$ cat config.mk
export PLATFORM = sky130hd
export DESIGN_NAME = adsr_envelope_modulator_top
export DESIGN_NICKNAME = d
export VERILOG_FILES = /design/src/hw/rtl/adsr_pkg.sv /design/src/hw/rtl/adsr_mdu.sv /design/src/hw/rtl/adsr_envelope_modulator_top.sv
export SDC_FILE = /design/constraint.sdc
export NUM_CORES = 1
export LEC_CHECK = 0
export BUFFER_PORTS_ARGS = -buffer_cell sky130_fd_sc_hd__buf_2
export CORE_ASPECT_RATIO = 1.25
export CORE_MARGIN = 2
export CORE_UTILIZATION = 52
export DETAILED_ROUTE_END_ITERATION = 10
export GPL_ROUTABILITY_DRIVEN = 0
export PLACE_DENSITY_LB_ADDON = 0.05
export SYNTH_ARGS = -nofsm -noshare
export SYNTH_HDL_FRONTEND = slang
export SYNTH_SLANG_ARGS = --single-unit
$ cat constraint.sdc
create_clock -name clk -period 8.2 [get_ports clk]
set_clock_uncertainty 0.15 [all_clocks]
set_input_delay 0.82 -clock clk [delete_from_list [all_inputs] [get_ports clk]]
set_output_delay 0.82 -clock clk [all_outputs]
set_load 0.01 [all_outputs]
$ cat src/hw/rtl/adsr_pkg.sv
// Shared types and constants for the ADSR envelope modulator.
`timescale 1ns / 1ps

package adsr_pkg;

  localparam int unsigned CFG_IDX_W = 3;
  localparam int unsigned CFG_DATA_W = 17;
  localparam int unsigned DUR_W = 16;
  localparam int unsigned LEVEL_W = 17;
  localparam int unsigned DEPTH_W = 16;
  localparam int unsigned TIME_W = 32;
  localparam int unsigned PARAM_W = 18;

  localparam logic [CFG_IDX_W-1:0] CFG_ATTACK = 3'd0;
  localparam logic [CFG_IDX_W-1:0] CFG_DECAY = 3'd1;
  localparam logic [CFG_IDX_W-1:0] CFG_SUSTAIN = 3'd2;
  localparam logic [CFG_IDX_W-1:0] CFG_RELEASE = 3'd3;
  localparam logic [CFG_IDX_W-1:0] CFG_DEPTH = 3'd4;

  localparam logic [LEVEL_W-1:0] LEVEL_ONE = 17'd65536;
  localparam logic [PARAM_W:0] PARAM_SPAN = 19'd262144;
  localparam logic [PARAM_W-1:0] PARAM_MAX = 18'd262143;
  localparam logic [DEPTH_W-1:0] DEPTH_RESET = 16'h8000;

  // shared multiply/divide unit geometry
  localparam int unsigned MDU_A_W = 35;
  localparam int unsigned MDU_B_W = 17;
  localparam int unsigned MDU_P_W = MDU_A_W + MDU_B_W;
  localparam int unsigned MDU_STEPS = MDU_B_W;
  localparam int unsigned MDU_CNT_W = $clog2(MDU_STEPS);

  typedef enum logic [1:0] {
    STG_ATTACK = 2'd0,
    STG_DECAY = 2'd1,
    STG_SUSTAIN = 2'd2,
    STG_RELEASE = 2'd3
  } stage_t;

  typedef enum logic {
    MDU_MUL = 1'b0,
    MDU_DIV = 1'b1
  } mdu_op_t;

  typedef struct packed {
    logic start;
    mdu_op_t op;
    logic [MDU_A_W-1:0] a;
    logic [MDU_B_W-1:0] b;
  } mdu_req_t;

  typedef struct packed {
    logic done;
    logic [MDU_P_W-1:0] result;
  } mdu_rsp_t;

  typedef enum logic [3:0] {
    ST_IDLE,
    ST_PLAN,
    ST_STAGE,
    ST_CAP_MUL,
    ST_CAP_DIV,
    ST_LVL_MUL,
    ST_LVL_DIV,
    ST_MOD,
    ST_MUL1,
    ST_MUL2,
    ST_DONE
  } fsm_state_t;

endpackage

$ cat src/hw/rtl/adsr_mdu.sv
// Radix-2 shift-add multiplier and restoring divider sharing one adder.
`timescale 1ns / 1ps

module adsr_mdu
  import adsr_pkg::*;
(
  input  logic     clk,
  input  logic     rst,
  input  mdu_req_t req,
  output mdu_rsp_t rsp
);

  logic                 busy;
  logic                 done_r;
  logic [MDU_CNT_W-1:0] cnt;
  mdu_op_t              op_r;
  logic [MDU_A_W:0]     hi;
  logic [MDU_B_W-1:0]   lo;
  logic [MDU_A_W-1:0]   mcand;

  logic                 is_div;
  logic [MDU_A_W:0]     add_x;
  logic [MDU_A_W:0]     add_y;
  logic [MDU_A_W+1:0]   sum;
  logic                 no_borrow;

  assign is_div = (op_r == MDU_DIV);

  always_comb begin
    if (is_div) begin
      add_x = {19'd0, hi[15:0], lo[MDU_B_W-1]};
      add_y = {20'd0, mcand[15:0]};
    end else begin
      add_x = hi;
      add_y = lo[0] ? {1'b0, mcand} : '0;
    end
    sum = {1'b0, add_x} + {1'b0, add_y ^ {(MDU_A_W+1){is_div}}} + (MDU_A_W+2)'(is_div);
  end

  assign no_borrow = sum[MDU_A_W+1];

  always_ff @(posedge clk) begin
    if (rst) begin
      busy <= 1'b0;
      done_r <= 1'b0;
      cnt <= '0;
    end else begin
      done_r <= 1'b0;
      if (req.start) begin
        busy <= 1'b1;
        cnt <= MDU_CNT_W'(MDU_STEPS - 1);
      end else if (busy) begin
        cnt <= cnt - 1'b1;
        if (cnt == '0) begin
          busy <= 1'b0;
          done_r <= 1'b1;
        end
      end
    end
  end

  always_ff @(posedge clk) begin
    if (req.start) begin
      op_r <= req.op;
      if (req.op == MDU_DIV) begin
        mcand <= MDU_A_W'(req.b);
        hi <= {20'd0, req.a[32:17]};
        lo <= req.a[16:0];
      end else begin
        mcand <= req.a;
        hi <= '0;
        lo <= req.b;
      end
    end else if (busy) begin
      if (is_div) begin
        hi <= no_borrow ? {19'd0, sum[16:0]} : {19'd0, hi[15:0], lo[MDU_B_W-1]};
        lo <= {lo[MDU_B_W-2:0], no_borrow};
      end else begin
        hi <= {1'b0, sum[MDU_A_W:1]};
        lo <= {sum[0], lo[MDU_B_W-1:1]};
      end
    end
  end

  assign rsp.done = done_r;
  assign rsp.result = is_div ? {{MDU_A_W{1'b0}}, lo} : {hi[MDU_A_W-1:0], lo};

endmodule

$ cat src/hw/rtl/adsr_envelope_modulator_top.sv
// Top level of the ADSR envelope modulator: registers, envelope sequencer, output stage.
// Usage:
//   Input channel (in_valid / in_stall) carries now_ms, param_in and note_on.
//   in_stall is low only while the sequencer is idle; a request is taken at an
//   edge with in_valid high and in_stall low.
//   Output channel (out_valid / out_stall) carries param_out, stage and active,
//   one result per request, held in an output register until taken. A new
//   request may be accepted while that result waits.
//   Configuration is written through cfg_write / cfg_index / cfg_data while no
//   request is in flight; unknown indexes are dropped.
// Sequencing:
//   Levels and modulation run on one shared multiply/divide unit. An idle
//   envelope goes from PLAN straight to DONE and a stage change through
//   STAGE to DONE; a sustain level takes 2 passes of the unit, an attack
//   level 3, and a decay or release level, or a release capture from decay, 4.
//   The next request is taken at the edge after the one that loads
//   out_valid at the earliest. The sequencer waits in its final state while
//   the output register is still full and out_stall is high.
// Reset:
//   rst clears the envelope to attack, not running, no capture, and sets the
//   registers to zero durations, zero sustain and depth -1.0.
`timescale 1ns / 1ps

module adsr_envelope_modulator_top
  import adsr_pkg::*;
#(
  parameter int unsigned MAX_TIME_MS = 65535
) (
  input  logic                  clk,
  input  logic                  rst,
  input  logic                  cfg_write,
  input  logic [CFG_IDX_W-1:0]  cfg_index,
  input  logic [CFG_DATA_W-1:0] cfg_data,
  input  logic                  in_valid,
  output logic                  in_stall,
  input  logic [TIME_W-1:0]     now_ms,
  input  logic [PARAM_W-1:0]    param_in,
  input  logic                  note_on,
  output logic                  out_valid,
  input  logic                  out_stall,
  output logic [PARAM_W-1:0]    param_out,
  output logic [1:0]            stage,
  output logic                  active
);

  logic [DUR_W-1:0]   attack_ms;
  logic [DUR_W-1:0]   decay_ms;
  logic [LEVEL_W-1:0] sustain_level;
  logic [DUR_W-1:0]   release_ms;
  logic [DEPTH_W-1:0] mod_depth;

  fsm_state_t         state, state_next;
  stage_t             stage_reg, stage_next;
  logic               running, running_next;
  logic               released, released_next;
  logic [TIME_W-1:0]  stage_start, start_next;
  logic [LEVEL_W-1:0] rel_level, rel_level_next;
  logic [LEVEL_W-1:0] level, level_next;
  logic [DUR_W-1:0]   divisor, divisor_next;
  logic               decay_kind, decay_next;
  logic [PARAM_W-1:0] res, res_next;
  logic               load_out;
  logic               go_rel;

  logic [TIME_W-1:0]  item_now;
  logic [PARAM_W-1:0] item_param;
  logic               item_gate;

  logic [DUR_W-1:0]   a_dur, d_dur, r_dur;
  logic [LEVEL_W-1:0] sus;
  logic [TIME_W-1:0]  t;
  logic [TIME_W-1:0]  t_att;
  logic               depth_pos;
  logic [MDU_B_W-1:0] mag;
  logic [PARAM_W:0]   factor;
  logic [20:0]        offset;
  logic [PARAM_W+3:0] up_sum;
  logic [PARAM_W-1:0] mod_out;

  mdu_req_t           req;
  mdu_rsp_t           rsp;

  adsr_mdu u_mdu (
    .clk(clk),
    .rst(rst),
    .req(req),
    .rsp(rsp)
  );

  always_ff @(posedge clk) begin
    if (rst) begin
      attack_ms <= '0;
      decay_ms <= '0;
      sustain_level <= '0;
      release_ms <= '0;
      mod_depth <= DEPTH_RESET;
    end else if (cfg_write) begin
      case (cfg_index)
        CFG_ATTACK: attack_ms <= cfg_data[DUR_W-1:0];
        CFG_DECAY: decay_ms <= cfg_data[DUR_W-1:0];
        CFG_SUSTAIN: sustain_level <= cfg_data[LEVEL_W-1:0];
        CFG_RELEASE: release_ms <= cfg_data[DUR_W-1:0];
        CFG_DEPTH: mod_depth <= cfg_data[DEPTH_W-1:0];
        default: ;
      endcase
    end
  end

  always_comb begin
    a_dur = ({16'd0, attack_ms} > TIME_W'(MAX_TIME_MS)) ? DUR_W'(MAX_TIME_MS) : attack_ms;
    d_dur = ({16'd0, decay_ms} > TIME_W'(MAX_TIME_MS)) ? DUR_W'(MAX_TIME_MS) : decay_ms;
    r_dur = ({16'd0, release_ms} > TIME_W'(MAX_TIME_MS)) ? DUR_W'(MAX_TIME_MS) : release_ms;
    sus = (sustain_level > LEVEL_ONE) ? LEVEL_ONE : sustain_level;
  end

  assign t = item_now - stage_start;
  assign t_att = running ? t : '0;

  assign depth_pos = !mod_depth[DEPTH_W-1] && (mod_depth != '0);
  assign mag = depth_pos ? {1'b0, mod_depth} : (17'd0 - {mod_depth[DEPTH_W-1], mod_depth});
  assign factor = depth_pos ? (PARAM_SPAN - {1'b0, item_param}) : {1'b0, item_param};
  assign offset = rsp.result[51:31];
  assign up_sum = {4'd0, item_param} + {1'b0, offset};

  always_comb begin
    if (depth_pos) begin
      mod_out = (up_sum > (PARAM_W+4)'(PARAM_MAX)) ? PARAM_MAX : up_sum[PARAM_W-1:0];
    end else if (offset > {3'd0, item_param}) begin
      mod_out = '0;
    end else begin
      mod_out = PARAM_W'({3'd0, item_param} - offset);
    end
  end

  assign in_stall = (state != ST_IDLE);

  always_comb begin
    state_next = state;
    stage_next = stage_reg;
    running_next = running;
    released_next = released;
    start_next = stage_start;
    rel_level_next = rel_level;
    level_next = level;
    divisor_next = divisor;
    decay_next = decay_kind;
    res_next = res;
    load_out = 1'b0;
    go_rel = 1'b0;
    req = '0;
    req.op = MDU_MUL;

    case (state)
      ST_IDLE: begin
        if (in_valid) state_next = ST_PLAN;
      end
      ST_PLAN: begin
        if (!item_gate && !running) begin
          res_next = item_param;
          state_next = ST_DONE;
        end else if (!item_gate && !released) begin
          state_next = ST_STAGE;
          case (stage_reg)
            STG_ATTACK: begin
              if (a_dur == '0 || t >= {16'd0, a_dur}) begin
                rel_level_next = LEVEL_ONE;
                go_rel = 1'b1;
              end else begin
                req.start = 1'b1;
                req.op = MDU_DIV;
                req.a = MDU_A_W'({t[15:0], 16'd0});
                req.b = {1'b0, a_dur};
                state_next = ST_CAP_DIV;
              end
            end
            STG_DECAY: begin
              if (d_dur == '0 || t >= {16'd0, d_dur}) begin
                rel_level_next = sus;
                go_rel = 1'b1;
              end else begin
                req.start = 1'b1;
                req.op = MDU_MUL;
                req.a = MDU_A_W'(LEVEL_ONE - sus);
                req.b = {1'b0, t[15:0]};
                divisor_next = d_dur;
                state_next = ST_CAP_MUL;
              end
            end
            STG_SUSTAIN: begin
              rel_level_next = sus;
              go_rel = 1'b1;
            end
            default: go_rel = 1'b1;
          endcase
        end else if (item_gate && released) begin
          start_next = item_now;
          stage_next = STG_ATTACK;
          released_next = 1'b0;
          state_next = ST_STAGE;
        end else begin
          state_next = ST_STAGE;
        end
      end
      ST_CAP_MUL: begin
        if (rsp.done) begin
          req.start = 1'b1;
          req.op = MDU_DIV;
          req.a = MDU_A_W'(rsp.result[32:0]);
          req.b = {1'b0, divisor};
          state_next = ST_CAP_DIV;
        end
      end
      ST_CAP_DIV: begin
        if (rsp.done) begin
          if (stage_reg == STG_DECAY) begin
            rel_level_next = LEVEL_ONE - rsp.result[LEVEL_W-1:0];
          end else begin
            rel_level_next = rsp.result[LEVEL_W-1:0];
          end
          go_rel = 1'b1;
          state_next = ST_STAGE;
        end
      end
      ST_STAGE: begin
        case (stage_reg)
          STG_ATTACK: begin
            if (!running) begin
              running_next = 1'b1;
              start_next = item_now;
            end
            if (t_att < {16'd0, a_dur}) begin
              req.start = 1'b1;
              req.op = MDU_DIV;
              req.a = MDU_A_W'({t_att[15:0], 16'd0});
              req.b = {1'b0, a_dur};
              decay_next = 1'b0;
              state_next = ST_LVL_DIV;
            end else begin
              start_next = item_now;
              stage_next = STG_DECAY;
              res_next = item_param;
              state_next = ST_DONE;
            end
          end
          STG_DECAY: begin
            if (t < {16'd0, d_dur}) begin
              req.start = 1'b1;
              req.op = MDU_MUL;
              req.a = MDU_A_W'(LEVEL_ONE - sus);
              req.b = {1'b0, t[15:0]};
              divisor_next = d_dur;
              decay_next = 1'b1;
              state_next = ST_LVL_MUL;
            end else begin
              start_next = item_now;
              stage_next = STG_SUSTAIN;
              res_next = item_param;
              state_next = ST_DONE;
            end
          end
          STG_SUSTAIN: begin
            if (item_gate) begin
              level_next = sus;
              state_next = ST_MOD;
            end else begin
              start_next = item_now;
              stage_next = STG_RELEASE;
              res_next = item_param;
              state_next = ST_DONE;
            end
          end
          default: begin
            if (t < {16'd0, r_dur}) begin
              if (t == '0) begin
                level_next = rel_level;
                state_next = ST_MOD;
              end else begin
                req.start = 1'b1;
                req.op = MDU_MUL;
                req.a = MDU_A_W'(rel_level);
                req.b = {1'b0, r_dur - t[15:0]};
                divisor_next = r_dur;
                decay_next = 1'b0;
                state_next = ST_LVL_MUL;
              end
            end else begin
              start_next = item_now;
              stage_next = STG_ATTACK;
              running_next = 1'b0;
              res_next = item_param;
              state_next = ST_DONE;
            end
          end
        endcase
      end
      ST_LVL_MUL: begin
        if (rsp.done) begin
          req.start = 1'b1;
          req.op = MDU_DIV;
          req.a = MDU_A_W'(rsp.result[32:0]);
          req.b = {1'b0, divisor};
          state_next = ST_LVL_DIV;
        end
      end
      ST_LVL_DIV: begin
        if (rsp.done) begin
          level_next = decay_kind ? (LEVEL_ONE - rsp.result[LEVEL_W-1:0])
                                  : rsp.result[LEVEL_W-1:0];
          req.start = 1'b1;
          req.op = MDU_MUL;
          req.a = MDU_A_W'(factor);
          req.b = mag;
          state_next = ST_MUL1;
        end
      end
      ST_MOD: begin
        req.start = 1'b1;
        req.op = MDU_MUL;
        req.a = MDU_A_W'(factor);
        req.b = mag;
        state_next = ST_MUL1;
      end
      ST_MUL1: begin
        if (rsp.done) begin
          req.start = 1'b1;
          req.op = MDU_MUL;
          req.a = rsp.result[MDU_A_W-1:0];
          req.b = level;
          state_next = ST_MUL2;
        end
      end
      ST_MUL2: begin
        if (rsp.done) begin
          res_next = mod_out;
          state_next = ST_DONE;
        end
      end
      ST_DONE: begin
        if (!out_valid || !out_stall) begin
          load_out = 1'b1;
          state_next = ST_IDLE;
        end
      end
      default: state_next = ST_IDLE;
    endcase

    if (go_rel) begin
      start_next = item_now;
      stage_next = STG_RELEASE;
      released_next = 1'b1;
    end
  end

  always_ff @(posedge clk) begin
    if (rst) begin
      state <= ST_IDLE;
      stage_reg <= STG_ATTACK;
      running <= 1'b0;
      released <= 1'b0;
      stage_start <= '0;
      rel_level <= '0;
      out_valid <= 1'b0;
    end else begin
      state <= state_next;
      stage_reg <= stage_next;
      running <= running_next;
      released <= released_next;
      stage_start <= start_next;
      rel_level <= rel_level_next;
      if (load_out) begin
        out_valid <= 1'b1;
      end else if (!out_stall) begin
        out_valid <= 1'b0;
      end
    end
  end

  always_ff @(posedge clk) begin
    level <= level_next;
    divisor <= divisor_next;
    decay_kind <= decay_next;
    res <= res_next;
    if (state == ST_IDLE && in_valid) begin
      item_now <= now_ms;
      item_param <= param_in;
      item_gate <= note_on;
    end
    if (load_out) begin
      param_out <= res;
      stage <= stage_reg;
      active <= running;
    end
  end

endmodule

==> impl_metrics.tcl <==
set metrics [dict create \
    ys_ff_latch 358 \
    grt_use_total_pct 32.81 \
    rows 93 \
    globalRouteOverflowTotal 0 \
    syn2layout_area_growth_pct 8.340 \
    cts.path.max_buffers 3 \
    p_per_area_nw_per_um2 341.0 \
    critPathMostFrequentCell "inv_1" \
    rsz0062_at_grt "no" \
    cts_num_sinks 358 \
    io_pins 99 \
    fmax_mhz 145.4 \
    p_seq_share_pct 26.4 \
    drtAntennaViolNets 0 \
    cts_tree "built" \
    worstPathMaxFanout 71 \
    post_cts_buffers 0 \
    vias 24360 \
    clock_latency_ns 0.59 \
    cp_slowest_cell "inv_4" \
    initial_core_util_pct 52.30 \
    cp-start-kind "flip-flop" \
    period_share_pct 83.85 \
    cts_made_buffers 41 \
    tns_ns 0 \
    hold_viol_final 0 \
    cp_slowest_stage_delay_ns 0.65 \
    p_leak_nw 11.23 \
    htree_levels 2 \
    min_period_ns 6.875 \
    hold_slack_ns 0.2522 \
    fillers 4653 \
    async_flop_share_pct 0 \
    p_sw_mw 4.516 \
    p_clk_share_pct 18.9 \
    first_iter_violations 2328 \
    layout_common_cells "nand2_1, a21oi_1, nor2_1" \
    slew_headroom_pct 18.25 \
    port_buffers 98 \
    crit_arrival_ns 7.04 \
    tightest_slew_ns 1.225 \
    synth_cell_types 104 \
    drive_gt1_share_pct 9.094 \
    critPathTopFamily "compound AO/OA/AOI/OAI gates" \
    dieWidth_um 207.2 \
    regArea_um2 9289 \
    internal-power_mw 5.399 \
    synth-main-ff-cell "edfxtp_1" \
    hold_class "in2reg" \
    antenna_found_initial 0 \
    p_comb_share_pct 54.6 \
    final_nets 3429 \
    wl_per_cell_um 23.66 \
    synth_nets 3430 \
    synth.avg_cell_area_um2 8.561 \
    cp.required_ns 8.37 \
    cts-root-buf "clkbuf_16" \
    totalWireLength_um 90680 \
    grt_pass1_wl_um 136800 \
    n_antenna_cell 0 \
    path_buf_inv 5 \
    cts.repair.resized 0 \
    synthCells 3135 \
    ir_drop_mv 0.2361 \
    grt_max_degree 126 \
    place.detailed.hpwl_um 67700 \
    swShare_pct 45.55 \
    synth_edf_count 212 \
    reg_top3 "u_mdu.hi x35, u_mdu.mcand x35" \
    path_clk_slew_ns 0.06 \
    chipHeight_um 258.0 \
    crit_type "reg2reg" \
    critPathCaptureType "flip-flop" \
    synth_area_um2 26840 \
    maxSlewViolCount 0 \
    synth_warnings 0 \
    core_area_um2 51320 \
    path_cells "inv_1 -> ha_1 -> inv_1 -> fa_1 -> a21o_1 -> a221o_2 -> o2111ai_2 -> nand2_1 -> xor2_1 -> inv_1 -> nor2_1 -> ha_1 -> o21a_1 -> o21ai_0 -> nor3_1 -> a211o_1 -> nor2_1 -> nand2_1 -> a22oi_4 -> nor4b_4 -> buf_4 -> inv_4 -> o221a_2 -> a21oi_1" \
    detail_route.drc_violations 0 \
    grt_pass1_vias 23240 \
    multi_input_area_um2 16110 \
    dr.pass1.iters 9 \
    finalSetupViolations 0 \
    dieArea_um2 53460 \
    mostFrequentLayoutCell "nand2_1" \
    ys_seq_area_share_pct 34.61 \
    outcome "finished clean" \
    max-cap-violations 0 \
    hold_buffers 0 \
    via_per_inst 6.356 \
]
-- area by class of cell --
type	count	share of cell area, %
repair buffers	132	2.616
inverters	198	2.565
multi-input cells	2403	55.39
clock buffers	48	3.653
flip-flops and latches	358	31.94
well taps	665	2.861
clock inverters	28	0.9725
-- layer usage --
layer	wire [µm]	share of wire (%)	track usage [%]	vias up
met5	0	0	0	-
met4	6499	7.2	20.63	0
met3	6088	6.7	4.889	309
met2	43500	48	56.30	1116
met1	34590	38	38.56	11550
li1	-	-	-	11380
-- power by group through the flow --
stage	Sequential [mW]	Combinational, mW	Clock [mW]
floorplan	2.50	3.92	0
global placement	2.65	5.18	0
detailed placement	2.65	5.27	0
CTS	2.62	5.31	1.90
global route	2.65	5.88	1.96
finish	2.62	5.42	1.87
-- worst paths after layout --
kind / start / end / slack, ns / cells after the start
setup / recovery: item_now[0]$_DFFE_PP_ / u_mdu.lo[8]$_DFFE_PP_ / 1.32 / 24
hold / removal: param_in[3] / item_param[3]$_DFFE_PP_ / 0.25 / 1
hold reg to reg: res[7]$_DFFE_PP_ / param_out[7]$_DFFE_PP_ / 0.27 / 0
setup reg to reg: item_now[0]$_DFFE_PP_ / u_mdu.lo[8]$_DFFE_PP_ / 1.32 / 24
-- worst register-to-register path, stage by stage (launching register included) --
cell,delay [ns]
edfxtp_1,0.38
inv_1,0.07
ha_1,0.15
inv_1,0.05
fa_1,0.40
a21o_1,0.22
a221o_2,0.44
o2111ai_2,0.28
nand2_1,0.10
xor2_1,0.63
inv_1,0.24
nor2_1,0.15
ha_1,0.27
o21a_1,0.10
o21ai_0,0.20
nor3_1,0.09
a211o_1,0.36
nor2_1,0.29
nand2_1,0.15
a22oi_4,0.46
nor4b_4,0.10
buf_4,0.25
inv_4,0.66
o221a_2,0.36
a21oi_1,0.04
-- cells in the mapped netlist, types with 58 or more instances --
master | n | area share, %
a21oi_1 | 271 | 5.1
ha_1 | 214 | 10
clkbuf_1 | 132 | 1.8
mux2i_1 | 100 | 3.7
xnor2_1 | 84 | 2.7
nand2_1 | 365 | 5.1
nor2_1 | 247 | 3.5
inv_1 | 195 | 2.7
o21ai_0 | 173 | 3.2
nor3_1 | 62 | 1.2
edfxtp_1 | 212 | 24
dfxtp_1 | 146 | 11
a21o_1 | 66 | 1.8
xor2_1 | 58 | 1.9
-- kinds of logic after synthesis --
family                   synth area share (%)
AO/OA/AOI/OAI                           21.90
XOR/XNOR                                4.634
adder cells (fa/ha/maj)                 10.35
buffers and inverters                   5.529
flip-flops                              34.61
multiplexers                            4.988
AND/OR/NAND/NOR                         17.99
-- stage by stage --
stage               util, %  instance area, µm²  std cells  power (mW)  worst slack, ns
global route          56.67               29080       3832       10.50           0.9738
floorplan                 -               26840       3135       6.422            2.240
detailed placement    54.04               27730       3756       7.922            1.449
finish                56.67               29080       3832       9.914            1.325
CTS                   56.67               29080       3832       9.827            1.440
global placement      54.04               27730       3756       7.826            1.633
Power figures use the tool's default switching activity.
